==> src/wteq_pkg.sv <==
`timescale 1ns / 1ps
package wteq_pkg;
  localparam int TIME_BITS_DEF = 32;
  localparam int QUEUE_DEPTH_DEF = 16;
  localparam int ID_BITS_DEF = 8;

  localparam logic MODE_REG = 1'b0;
  localparam logic MODE_TICK = 1'b1;
  localparam logic KIND_FIRED = 1'b0;
  localparam logic KIND_COUNT = 1'b1;
endpackage

==> src/wteq_ram.sv <==
`timescale 1ns / 1ps
module wteq_ram #(
  parameter int WIDTH = 40,
  parameter int DEPTH = 16
) (
  input  logic                     clk,
  input  logic                     we,
  input  logic [$clog2(DEPTH)-1:0] waddr,
  input  logic [WIDTH-1:0]         wdata,
  input  logic [$clog2(DEPTH)-1:0] raddr,
  output logic [WIDTH-1:0]         rdata
);
  logic [WIDTH-1:0] mem [DEPTH];

  always_ff @(posedge clk) begin
    if (we) begin
      mem[waddr] <= wdata;
    end
    rdata <= mem[raddr];
  end
endmodule

==> src/wrapping_timer_expiry_queue.sv <==
`timescale 1ns / 1ps
// register word: ST_REG writes the entry, then the current queue is scanned entry by entry
// via ST_RD and ST_CMP, and ST_DEC gives the countdown word (ST_LOOP if the queue is empty)
// tick: each report follows a fresh scan of the current queue after the word or the previous
// report is taken; at the epoch swap the old queue is drained, then ST_LOOP switches queues
// throughput: one word in flight at a time, in_ready again the cycle after the last report
// reset: rst_n synchronous active low clears state, counts, epoch select, last tick time and flags
module wrapping_timer_expiry_queue #(
  parameter int TIME_BITS = wteq_pkg::TIME_BITS_DEF,
  parameter int QUEUE_DEPTH = wteq_pkg::QUEUE_DEPTH_DEF,
  parameter int ID_BITS = wteq_pkg::ID_BITS_DEF
) (
  input  logic                 clk,
  input  logic                 rst_n,
  input  logic                 in_valid,
  output logic                 in_ready,
  input  logic                 in_mode,
  input  logic [TIME_BITS-1:0] in_now,
  input  logic [TIME_BITS-1:0] in_wait_req,
  input  logic [ID_BITS-1:0]   in_timer_id,
  output logic                 out_valid,
  input  logic                 out_ready,
  output logic                 out_kind,
  output logic [ID_BITS-1:0]   out_fired_id,
  output logic [TIME_BITS:0]   out_countdown,
  output logic                 out_queue_full,
  output logic                 out_last
);
  localparam int IW = $clog2(QUEUE_DEPTH);
  localparam int CW = $clog2(QUEUE_DEPTH + 1);
  localparam int EW = TIME_BITS + ID_BITS;
  localparam logic [CW-1:0] FULL_CNT = CW'(QUEUE_DEPTH);

  localparam logic [2:0] ST_IDLE = 3'd0;
  localparam logic [2:0] ST_REG = 3'd1;
  localparam logic [2:0] ST_LOOP = 3'd2;
  localparam logic [2:0] ST_RD = 3'd3;
  localparam logic [2:0] ST_CMP = 3'd4;
  localparam logic [2:0] ST_DEC = 3'd5;
  localparam logic [2:0] ST_OUT = 3'd6;

  logic [2:0] state_r, state_nxt;
  logic [CW-1:0] cnt_a_r, cnt_a_nxt, cnt_b_r, cnt_b_nxt;
  logic cur_r, cur_nxt;
  logic [TIME_BITS-1:0] last_time_r, last_time_nxt;
  logic tick_r, tick_nxt, drain_r, drain_nxt, done_r, done_nxt;
  logic [TIME_BITS-1:0] now_r, now_nxt, wait_r, wait_nxt;
  logic [ID_BITS-1:0] id_r, id_nxt;
  logic [CW-1:0] idx_r, idx_nxt;
  logic [IW-1:0] best_idx_r, best_idx_nxt;
  logic [EW-1:0] best_r, best_nxt, tail_r, tail_nxt;
  logic full_r, full_nxt;

  logic ov_r, ov_nxt, kind_r, kind_nxt, oful_r, oful_nxt, olast_r, olast_nxt;
  logic [ID_BITS-1:0] oid_r, oid_nxt;
  logic [TIME_BITS:0] ocd_r, ocd_nxt;

  logic we_a, we_b;
  logic [IW-1:0] waddr, raddr;
  logic [EW-1:0] wdata, rd_a, rd_b, rd;
  logic [CW-1:0] cur_cnt;
  logic [TIME_BITS:0] dl_sum;
  logic tgt;
  logic [CW-1:0] tgt_cnt;

  assign cur_cnt = cur_r ? cnt_b_r : cnt_a_r;
  assign rd = cur_r ? rd_b : rd_a;
  assign raddr = idx_r[IW-1:0];
  assign dl_sum = {1'b0, now_r} + {1'b0, wait_r};
  assign tgt = cur_r ^ dl_sum[TIME_BITS];
  assign tgt_cnt = tgt ? cnt_b_r : cnt_a_r;

  wteq_ram #(.WIDTH(EW), .DEPTH(QUEUE_DEPTH)) u_ram_a (
    .clk(clk), .we(we_a), .waddr(waddr), .wdata(wdata), .raddr(raddr), .rdata(rd_a)
  );
  wteq_ram #(.WIDTH(EW), .DEPTH(QUEUE_DEPTH)) u_ram_b (
    .clk(clk), .we(we_b), .waddr(waddr), .wdata(wdata), .raddr(raddr), .rdata(rd_b)
  );

  always_comb begin
    state_nxt = state_r;
    cnt_a_nxt = cnt_a_r;
    cnt_b_nxt = cnt_b_r;
    cur_nxt = cur_r;
    last_time_nxt = last_time_r;
    tick_nxt = tick_r;
    drain_nxt = drain_r;
    done_nxt = done_r;
    now_nxt = now_r;
    wait_nxt = wait_r;
    id_nxt = id_r;
    idx_nxt = idx_r;
    best_idx_nxt = best_idx_r;
    best_nxt = best_r;
    tail_nxt = tail_r;
    full_nxt = full_r;
    ov_nxt = ov_r;
    kind_nxt = kind_r;
    oid_nxt = oid_r;
    ocd_nxt = ocd_r;
    oful_nxt = oful_r;
    olast_nxt = olast_r;
    we_a = 1'b0;
    we_b = 1'b0;
    waddr = '0;
    wdata = '0;
    case (state_r)
      ST_IDLE: begin
        if (in_valid) begin
          now_nxt = in_now;
          wait_nxt = in_wait_req;
          id_nxt = in_timer_id;
          tick_nxt = (in_mode == wteq_pkg::MODE_TICK);
          drain_nxt = (in_mode == wteq_pkg::MODE_TICK) && (in_now < last_time_r);
          full_nxt = 1'b0;
          state_nxt = (in_mode == wteq_pkg::MODE_TICK) ? ST_LOOP : ST_REG;
        end
      end
      ST_REG: begin
        waddr = tgt_cnt[IW-1:0];
        wdata = {dl_sum[TIME_BITS-1:0], id_r};
        if (tgt_cnt == FULL_CNT) begin
          full_nxt = 1'b1;
        end else if (tgt) begin
          we_b = 1'b1;
          cnt_b_nxt = cnt_b_r + 1'b1;
        end else begin
          we_a = 1'b1;
          cnt_a_nxt = cnt_a_r + 1'b1;
        end
        state_nxt = ST_LOOP;
      end
      ST_LOOP: begin
        if (cur_cnt == '0) begin
          if (drain_r) begin
            cur_nxt = ~cur_r;
            drain_nxt = 1'b0;
          end else begin
            ov_nxt = 1'b1;
            kind_nxt = wteq_pkg::KIND_COUNT;
            oid_nxt = '0;
            ocd_nxt = {1'b1, {TIME_BITS{1'b0}}} - {1'b0, now_r};
            oful_nxt = full_r;
            olast_nxt = 1'b1;
            done_nxt = 1'b1;
            if (tick_r) begin
              last_time_nxt = now_r;
            end
            state_nxt = ST_OUT;
          end
        end else begin
          idx_nxt = '0;
          state_nxt = ST_RD;
        end
      end
      ST_RD: begin
        state_nxt = ST_CMP;
      end
      ST_CMP: begin
        tail_nxt = rd;
        if (idx_r == '0 || rd[EW-1:ID_BITS] < best_r[EW-1:ID_BITS] ||
            (rd[EW-1:ID_BITS] == best_r[EW-1:ID_BITS] &&
             rd[ID_BITS-1:0] < best_r[ID_BITS-1:0])) begin
          best_nxt = rd;
          best_idx_nxt = idx_r[IW-1:0];
        end
        idx_nxt = idx_r + 1'b1;
        state_nxt = (idx_r + 1'b1 < cur_cnt) ? ST_RD : ST_DEC;
      end
      ST_DEC: begin
        ov_nxt = 1'b1;
        oful_nxt = 1'b0;
        if (drain_r || (tick_r && best_r[EW-1:ID_BITS] <= now_r)) begin
          waddr = best_idx_r;
          wdata = tail_r;
          if (cur_r) begin
            we_b = 1'b1;
            cnt_b_nxt = cnt_b_r - 1'b1;
          end else begin
            we_a = 1'b1;
            cnt_a_nxt = cnt_a_r - 1'b1;
          end
          kind_nxt = wteq_pkg::KIND_FIRED;
          oid_nxt = best_r[ID_BITS-1:0];
          ocd_nxt = '0;
          olast_nxt = 1'b0;
          done_nxt = 1'b0;
        end else begin
          kind_nxt = wteq_pkg::KIND_COUNT;
          oid_nxt = '0;
          ocd_nxt = {1'b0, best_r[EW-1:ID_BITS] - now_r};
          oful_nxt = full_r;
          olast_nxt = 1'b1;
          done_nxt = 1'b1;
          if (tick_r) begin
            last_time_nxt = now_r;
          end
        end
        state_nxt = ST_OUT;
      end
      ST_OUT: begin
        if (out_ready) begin
          ov_nxt = 1'b0;
          state_nxt = done_r ? ST_IDLE : ST_LOOP;
        end
      end
      default: begin
        state_nxt = ST_IDLE;
      end
    endcase
  end

  always_ff @(posedge clk) begin
    if (!rst_n) begin
      state_r <= ST_IDLE;
      cnt_a_r <= '0;
      cnt_b_r <= '0;
      cur_r <= 1'b0;
      last_time_r <= '0;
      ov_r <= 1'b0;
      tick_r <= 1'b0;
      drain_r <= 1'b0;
      done_r <= 1'b0;
    end else begin
      state_r <= state_nxt;
      cnt_a_r <= cnt_a_nxt;
      cnt_b_r <= cnt_b_nxt;
      cur_r <= cur_nxt;
      last_time_r <= last_time_nxt;
      ov_r <= ov_nxt;
      tick_r <= tick_nxt;
      drain_r <= drain_nxt;
      done_r <= done_nxt;
    end
    now_r <= now_nxt;
    wait_r <= wait_nxt;
    id_r <= id_nxt;
    idx_r <= idx_nxt;
    best_idx_r <= best_idx_nxt;
    best_r <= best_nxt;
    tail_r <= tail_nxt;
    full_r <= full_nxt;
    kind_r <= kind_nxt;
    oid_r <= oid_nxt;
    ocd_r <= ocd_nxt;
    oful_r <= oful_nxt;
    olast_r <= olast_nxt;
  end

  assign in_ready = (state_r == ST_IDLE);
  assign out_valid = ov_r;
  assign out_kind = kind_r;
  assign out_fired_id = oid_r;
  assign out_countdown = ocd_r;
  assign out_queue_full = oful_r;
  assign out_last = olast_r;

  a_cnt_bound: assert property (@(posedge clk) disable iff (!rst_n)
    (cnt_a_r <= FULL_CNT) && (cnt_b_r <= FULL_CNT))
    else $error("queue count beyond depth");
  a_fired_not_last: assert property (@(posedge clk) disable iff (!rst_n)
    (out_valid && out_kind == wteq_pkg::KIND_FIRED) |-> !out_last)
    else $error("fired word marked last");
  a_last_to_idle: assert property (@(posedge clk) disable iff (!rst_n)
    (out_valid && out_ready && out_last) |=> in_ready)
    else $error("not idle after final word");
  a_busy_no_out: assert property (@(posedge clk) disable iff (!rst_n)
    in_ready |-> !out_valid)
    else $error("output pending while idle");
endmodule

==> config.mk <==
export PLATFORM = sky130hd
export DESIGN_NAME = wrapping_timer_expiry_queue
export DESIGN_NICKNAME = d
export VERILOG_FILES = /design/src/wteq_pkg.sv /design/src/wteq_ram.sv /design/src/wrapping_timer_expiry_queue.sv
export SDC_FILE = /design/constraint.sdc
export NUM_CORES = 2
export LEC_CHECK = 0
export ABC_CLOCK_PERIOD_IN_PS = 11190
export BUFFER_PORTS_ARGS = -buffer_cell sky130_fd_sc_hd__buf_2
export CORE_ASPECT_RATIO = 1.4
export CORE_MARGIN = 10
export CORE_UTILIZATION = 58
export DETAILED_ROUTE_END_ITERATION = 6
export PLACE_DENSITY = 0.72
export SYNTH_ARGS = -nofsm -noshare
export SYNTH_HDL_FRONTEND = slang
export SYNTH_HIERARCHICAL = 1
export SYNTH_SLANG_ARGS = --single-unit
==> constraint.sdc <==
create_clock -name clk -period 11.19 [get_ports clk]
set_clock_uncertainty 0.15 [all_clocks]
set_input_delay 0.5595 -clock clk [delete_from_list [all_inputs] [get_ports clk]]
set_output_delay 0.5595 -clock clk [all_outputs]
set_load 0.005 [all_outputs]
Word-level counts from Yosys, hierarchy flattened
Memories as Yosys holds them, arrays and structs flattened. A register that Yosys moved wholly into a read port is not among the register bits.
Cells that the tools add are included.
Storage, ports and cells
  bits of input ports: 77
  memories kept: 2
  memory bits (writable): 1280
  output and inout port bits: 46
  logic and storage cells: 157
  flip-flop bits (word level): 255
Operators by class
  $lt $le $gt $ge: 5
  equal/unequal tests: 22
  $add $sub $neg: 8
  muxes and demuxes: 70
  reduce and logical (&&, ||, !) cells: 27
  bitwise logic cells: 2
Memories
  u_ram_a.mem: words 16, width 40, read ports 1, clocked after memory_dff 1, wr ports 1, RTL line wteq_ram.sv:13  | logic [WIDTH-1:0] mem [DEPTH];
  u_ram_b.mem: words 16, width 40, read ports 1, clocked after memory_dff 1, wr ports 1, RTL line wteq_ram.sv:13
Operator list (number)
  $mux W32: 5
  $mux W40: 2
  $pmux W40 S2: 1
  $mux W33: 2
  $pmux W33 S2: 1
  $lt A32 B32 Y1: 2
  $pmux W32 S2: 1
  $mux W5: 11
  $add A32 B32 Y33: 1
  $sub A33 B32 Y33 const A: 1
  $eq A32 B32 Y1: 1
  $le A32 B32 Y1: 1
  $sub A32 B32 Y32: 1
  $pmux W5 S2: 3
  $ne A2 B2 Y1 const B: 13
  $mux W8: 3
  $mux W1: 23
  $pmux W3 S7: 1
  $pmux W8 S2: 1
  $add A5 B1 Y5 const B: 3
  $mux W3: 5
  $reduce_and A3 Y1: 5
  $pmux W1 S2: 6
  $logic_not A5 Y1: 2
  other kinds (22): 39

Logic depth before layout (Yosys ltp)
  word-level depth: 8
  depth in mapped cells: 14
  depth with buffers taken out: 14

Modules after synthesis
Netlist, hierarchy kept.
By module, submodules not included
  wteq_ram: cells an instance 1040, sequential area each 20019.2 um^2, instances 2, area an instance 25131.6 um^2
  wrapping_timer_expiry_queue: cells an instance 1572, sequential area each 7156.9 um^2, instances 1, area an instance 15975.3 um^2

Worst setup path before layout
Ideal clock, no wire load.
  path type: flip-flop to flip-flop
  start: reg now_r[18]
  end: mem u_ram_a.mem[0][0] (enable)
  library setup time: 487 ps
  period minus slack after synthesis: 6863 ps
  arrival: 6226 ps
  data required time: 10553 ps
  path buffers: 1
  cell stages (with the launch flop): 14
  path slack: 4327 ps
  cells stage by stage: edfxtp_1 > ha_1 > buf_6 > nand4_1 > or4_1 > o21ai_1 > a21bo_2 > a21o_4 > a21oi_4 > xor2_2 > mux2i_1 > o21ai_0 > or3b_2 > nor3_1
Between the ends
  elaborated cells between the ends (all ways): 15
  classes of those cells: add/sub: 1; order compare: 1; eq/ne: 1; mux: 9; bitwise: 1; reduce/logical: 2
RTL lines
  from (decl): RTL line wrapping_timer_expiry_queue.sv:47  | logic [TIME_BITS-1:0] now_r, now_nxt, wait_r, wait_nxt;
  from (signal assigned): RTL line wrapping_timer_expiry_queue.sv:235  | now_r <= now_nxt;
  $le A32 B32 Y1: RTL line wrapping_timer_expiry_queue.sv:173  | if (drain_r || (tick_r && best_r[EW-1:ID_BITS] <= now_r)) begin
  $logic_and A1 B1 Y1: RTL line wrapping_timer_expiry_queue.sv:173
  $logic_or A1 B1 Y1: RTL line wrapping_timer_expiry_queue.sv:173
  $mux W4: RTL line wrapping_timer_expiry_queue.sv:173
  $pmux W4 S2 (*): RTL line wrapping_timer_expiry_queue.sv:107  | case (state_r)
  named net waddr[2]: RTL line wrapping_timer_expiry_queue.sv:59  | logic [IW-1:0] waddr, raddr;
  to (decl): RTL line wteq_ram.sv:13
Mark *: on every way through the listed nets, which the timed path passes. The rest lies on a longest branch.

Final worst setup path
  start: reg now_r[18]
  end: mem u_ram_b.mem[13][8] (enable)
Between the ends
  elaborated cells between the ends (all ways): 15
  classes of those cells: add/sub: 1; order compare: 1; eq/ne: 1; mux: 9; bitwise: 1; reduce/logical: 2
RTL lines (RTL line)
  $le A32 B32 Y1: wrapping_timer_expiry_queue.sv:173
  $logic_and A1 B1 Y1: wrapping_timer_expiry_queue.sv:173
  $logic_or A1 B1 Y1: wrapping_timer_expiry_queue.sv:173
  $mux W4: wrapping_timer_expiry_queue.sv:173
  $pmux W4 S2 (*): wrapping_timer_expiry_queue.sv:107
  named net waddr[2]: wrapping_timer_expiry_queue.sv:59
  to (decl): wteq_ram.sv:13
Marked as above.

==> results.md <==
- Largest cells by area after synthesis: edfxtp_1, mux4_2, mux4_1, dfxtp_1, ha_1
- Final design utilization: 0.6581
- CP max-delay cell: o21ai_0
- 1st-pass router iterations: 5
- Max VDD drop: 0.1394 mV
- Slew margin rel.: 0.1679
- CP max FO: 24
- Period Utilization, post-route: 0.5491
- H-tree depth: 4
- Max Clk Rate: 162.8 MHz
- Finished Cell Area: 0.07454 mm2
- ANT nets after route: 0
- Clock transition at path regs: 60 ps
- I/O pin total: 123
- CP Cell Sequence: ha_1 > nand4_1 > or4_1 > o21ai_1 > a21bo_2 > a21o_4 > a21oi_4 > xor2_2 > mux2i_1 > o21ai_0 > nand3_1 > nor2_4 > buf_4
- Synthesis-to-finish area growth: 12.53%
- Wire per inst: 28.51 um
- Status: finished, final reports clean
- RSZ-0062 raised after global routing: false
- Netlist cell types: 81
- Fin. Hold Viols: 0
- Core ar.: 0.1133 mm2
- Final wirelength: 158000 um
- Commonest non-fill, non-tap cell in the layout: edfxtp_1
- Dpl cells: 5199
- CTS tree: built
- Die footprint: 0.1283 mm2
- GRT overflow: 0
- Largest area contributor in the netlist: edfxtp_1
- Clock buffer depth: 3
- Primary FF master, synth: edfxtp_1
- Synth warn: 6
- # port buffers: 122
- WP data required: 11460 ps
- CP Buf/Inv Count: 1
- Worst Setup End Kind: flop
- Final #Nets: 4170
- Pins over their slew limit: 0
- Fin Setup TNS: 0 ps
- Rows: 146
- Vias per cell: 6.328
- DR vias: 35.08k
- Crit path DAT: 6410 ps
- Flop2flop setup slack: 5050 ps
- First-pass GRT wire length: 235100 um
- CTS buffer count: 145
- Worst path max stage delay: 730 ps
- Synth Register Bits: 1615
- All-Layer GR Usage: 0.2474
- Asr flop ratio synth: 0
- Number of synthesized flops with an enable pin: 1485
- Hold Slack: 240.5 ps
- Die Wd: 305.6 um
- Starting Density: 0.5848
- Post-DP HPWL: 97690 um
- Fraction of layout cells with a size suffix above 1: 0.1909
- CTS Root Cell: clkbuf_16
- Max Cap Viol: 0
- Leakage: 25.76 nW
- Crit Path Category: flop to flop
- Number of global-route vias before repair: 36.19k
- Sequential element share of the synthesized area: 0.7125
- Post-Synthesis Cells: 3652
- Initial DRC Count: 3411
- Die H: 419.9 um
- FILL cells: 7379
- Setup Viol. Count Final: 0
- Placer congestion estimate: 0.9659
- Post-route DRC violation count: 0
- Share of Yosys cell area claimed by the top area cell type: 0.6732
- Pwr dens: 193.8 mW/mm2
- Cell family with most CP delay: simple AND/OR/NAND/NOR gates
- Largest net degree at the start of global routing: 159
- Min Tclk post-route: 6144 ps
- Min-delay worst type: input port to flop
- Worst Tran Pin Value: 1248 ps
- Syn_area_per_cell: 18.14 um2
- Cell Count, Final, Fillers Out: 5543
- CP Launch Type: flop
- Clk Latency, worst-skew pair: 790 ps
- Synthesized net count: 3880
- Initial antenna violation count: 1
- Clock Sinks: 1615
- Placed inst area: 0.06888 mm2
- Post-Syn Area: 0.06624 mm2
- Most frequent cells in the layout: edfxtp_1, nand2_1, mux4_2
[worst register-to-register path: cells and delay by family (launching register included)]
kind	cells	cell delay [ps]
adders and majority gates	1	510
and+or+nand+nor	4	2050
xor gates and xnor gates	1	340
AOI/OAI and AO/OA	5	1600
muxes	1	130
buffers and inverters	1	490
DFF	1	490
[stage by stage]
step                      setup WS [ps]  power, mW
after floorplan                    4327      8.670
after global placement             5299      9.402
after detailed placement           5160      9.433
after CTS                          5133      14.53
after global routing               4754      14.95
final                              5046      14.45
[state kept, by name, indices dropped and copies added (netlist names), 3 cells and up]
signal,cells
tail_r,40
u_ram_b/mem,640
best_r,40
idx_r,5
id_r,8
best_idx_r,4
last_time_r,32
state_r,3
out_fired_id,8
wait_r,32
now_r,32
u_ram_a/rdata,40
cnt_a_r,5
u_ram_a/mem,640
out_countdown,33
cnt_b_r,5
u_ram_b/rdata,40
[Yosys cell counts, types with 37 or more instances]
cell type and count:
a21boi_0 39, a21o_1 47, a21oi_1 86, a22oi_1 162
clkbuf_1 97, dfxtp_1 130, edfxtp_1 1485, ha_1 147
inv_1 139, mux2_2 39, mux4_1 120, mux4_2 200
nand2_1 235, nor2_1 110, nor3_1 37, o21ai_0 68
xnor2_1 67
[area by class of cell]
cell class / count / area (um2) / area share
clock inverter: 79 / 942.2 / 0.01264
inverter: 142 / 533.0 / 0.007151
tap: 1480 / 1852 / 0.02484
sequential: 1615 / 47200 / 0.6332
multi-input combinational: 1739 / 17900 / 0.2401
clock buffer: 186 / 3946 / 0.05294
antenna: 3 / 7.507 / 0.0001007
timing repair buffer: 299 / 2160 / 0.02897
[where the power goes]
group | leakage, nW | total (mW) | internal [mW] | switching, mW
registers | 14.8 | 7.16 | 7.02 | 0.141
logic | 8.50 | 2.18 | 0.798 | 1.38
clock network | 2.40 | 5.10 | 2.93 | 2.18
total | 25.8 | 14.4 | 10.7 | 3.70
[logic make-up after synthesis]
kind of cell,count (synthesis),synth area share
xor+xnor,95,0.01267
flops,1615,0.7125
mux,377,0.1251
compound gates,560,0.05854
fa+ha+maj,151,0.02898
simple gates,556,0.03876
buf+inv,298,0.02340
[worst paths after layout]
| check | endpoint | startpoint | cells past startpoint |
|---|---|---|---|
| min | state_r[0]$_SDFFE_PN0P_ | rst_n | 4 |
| max reg2reg | u_ram_b/mem[13][8]$_DFFE_PP_ | now_r[18]$_DFFE_PP_ | 13 |
| max | u_ram_b/mem[13][8]$_DFFE_PP_ | now_r[18]$_DFFE_PP_ | 13 |
| min reg2reg | last_time_r[15]$_SDFFE_PN0P_ | last_time_r[15]$_SDFFE_PN0P_ | 2 |
[routing by layer]
metal	GRT usage	wire length, um	share of wire
met2	0.4346	82620	0.52
met4	0.1014	6127	0.039
met3	0.03696	9927	0.063
met5	0	0	0
met1	0.3067	59350	0.38
[repair_timing]
action	CTS	global route
hold buffers	75	0
setup buffers	0	0
gates resized for setup	0	0
hold endpoints to repair	75	0
No activity file was read; power rests on OpenSTA's default activity.
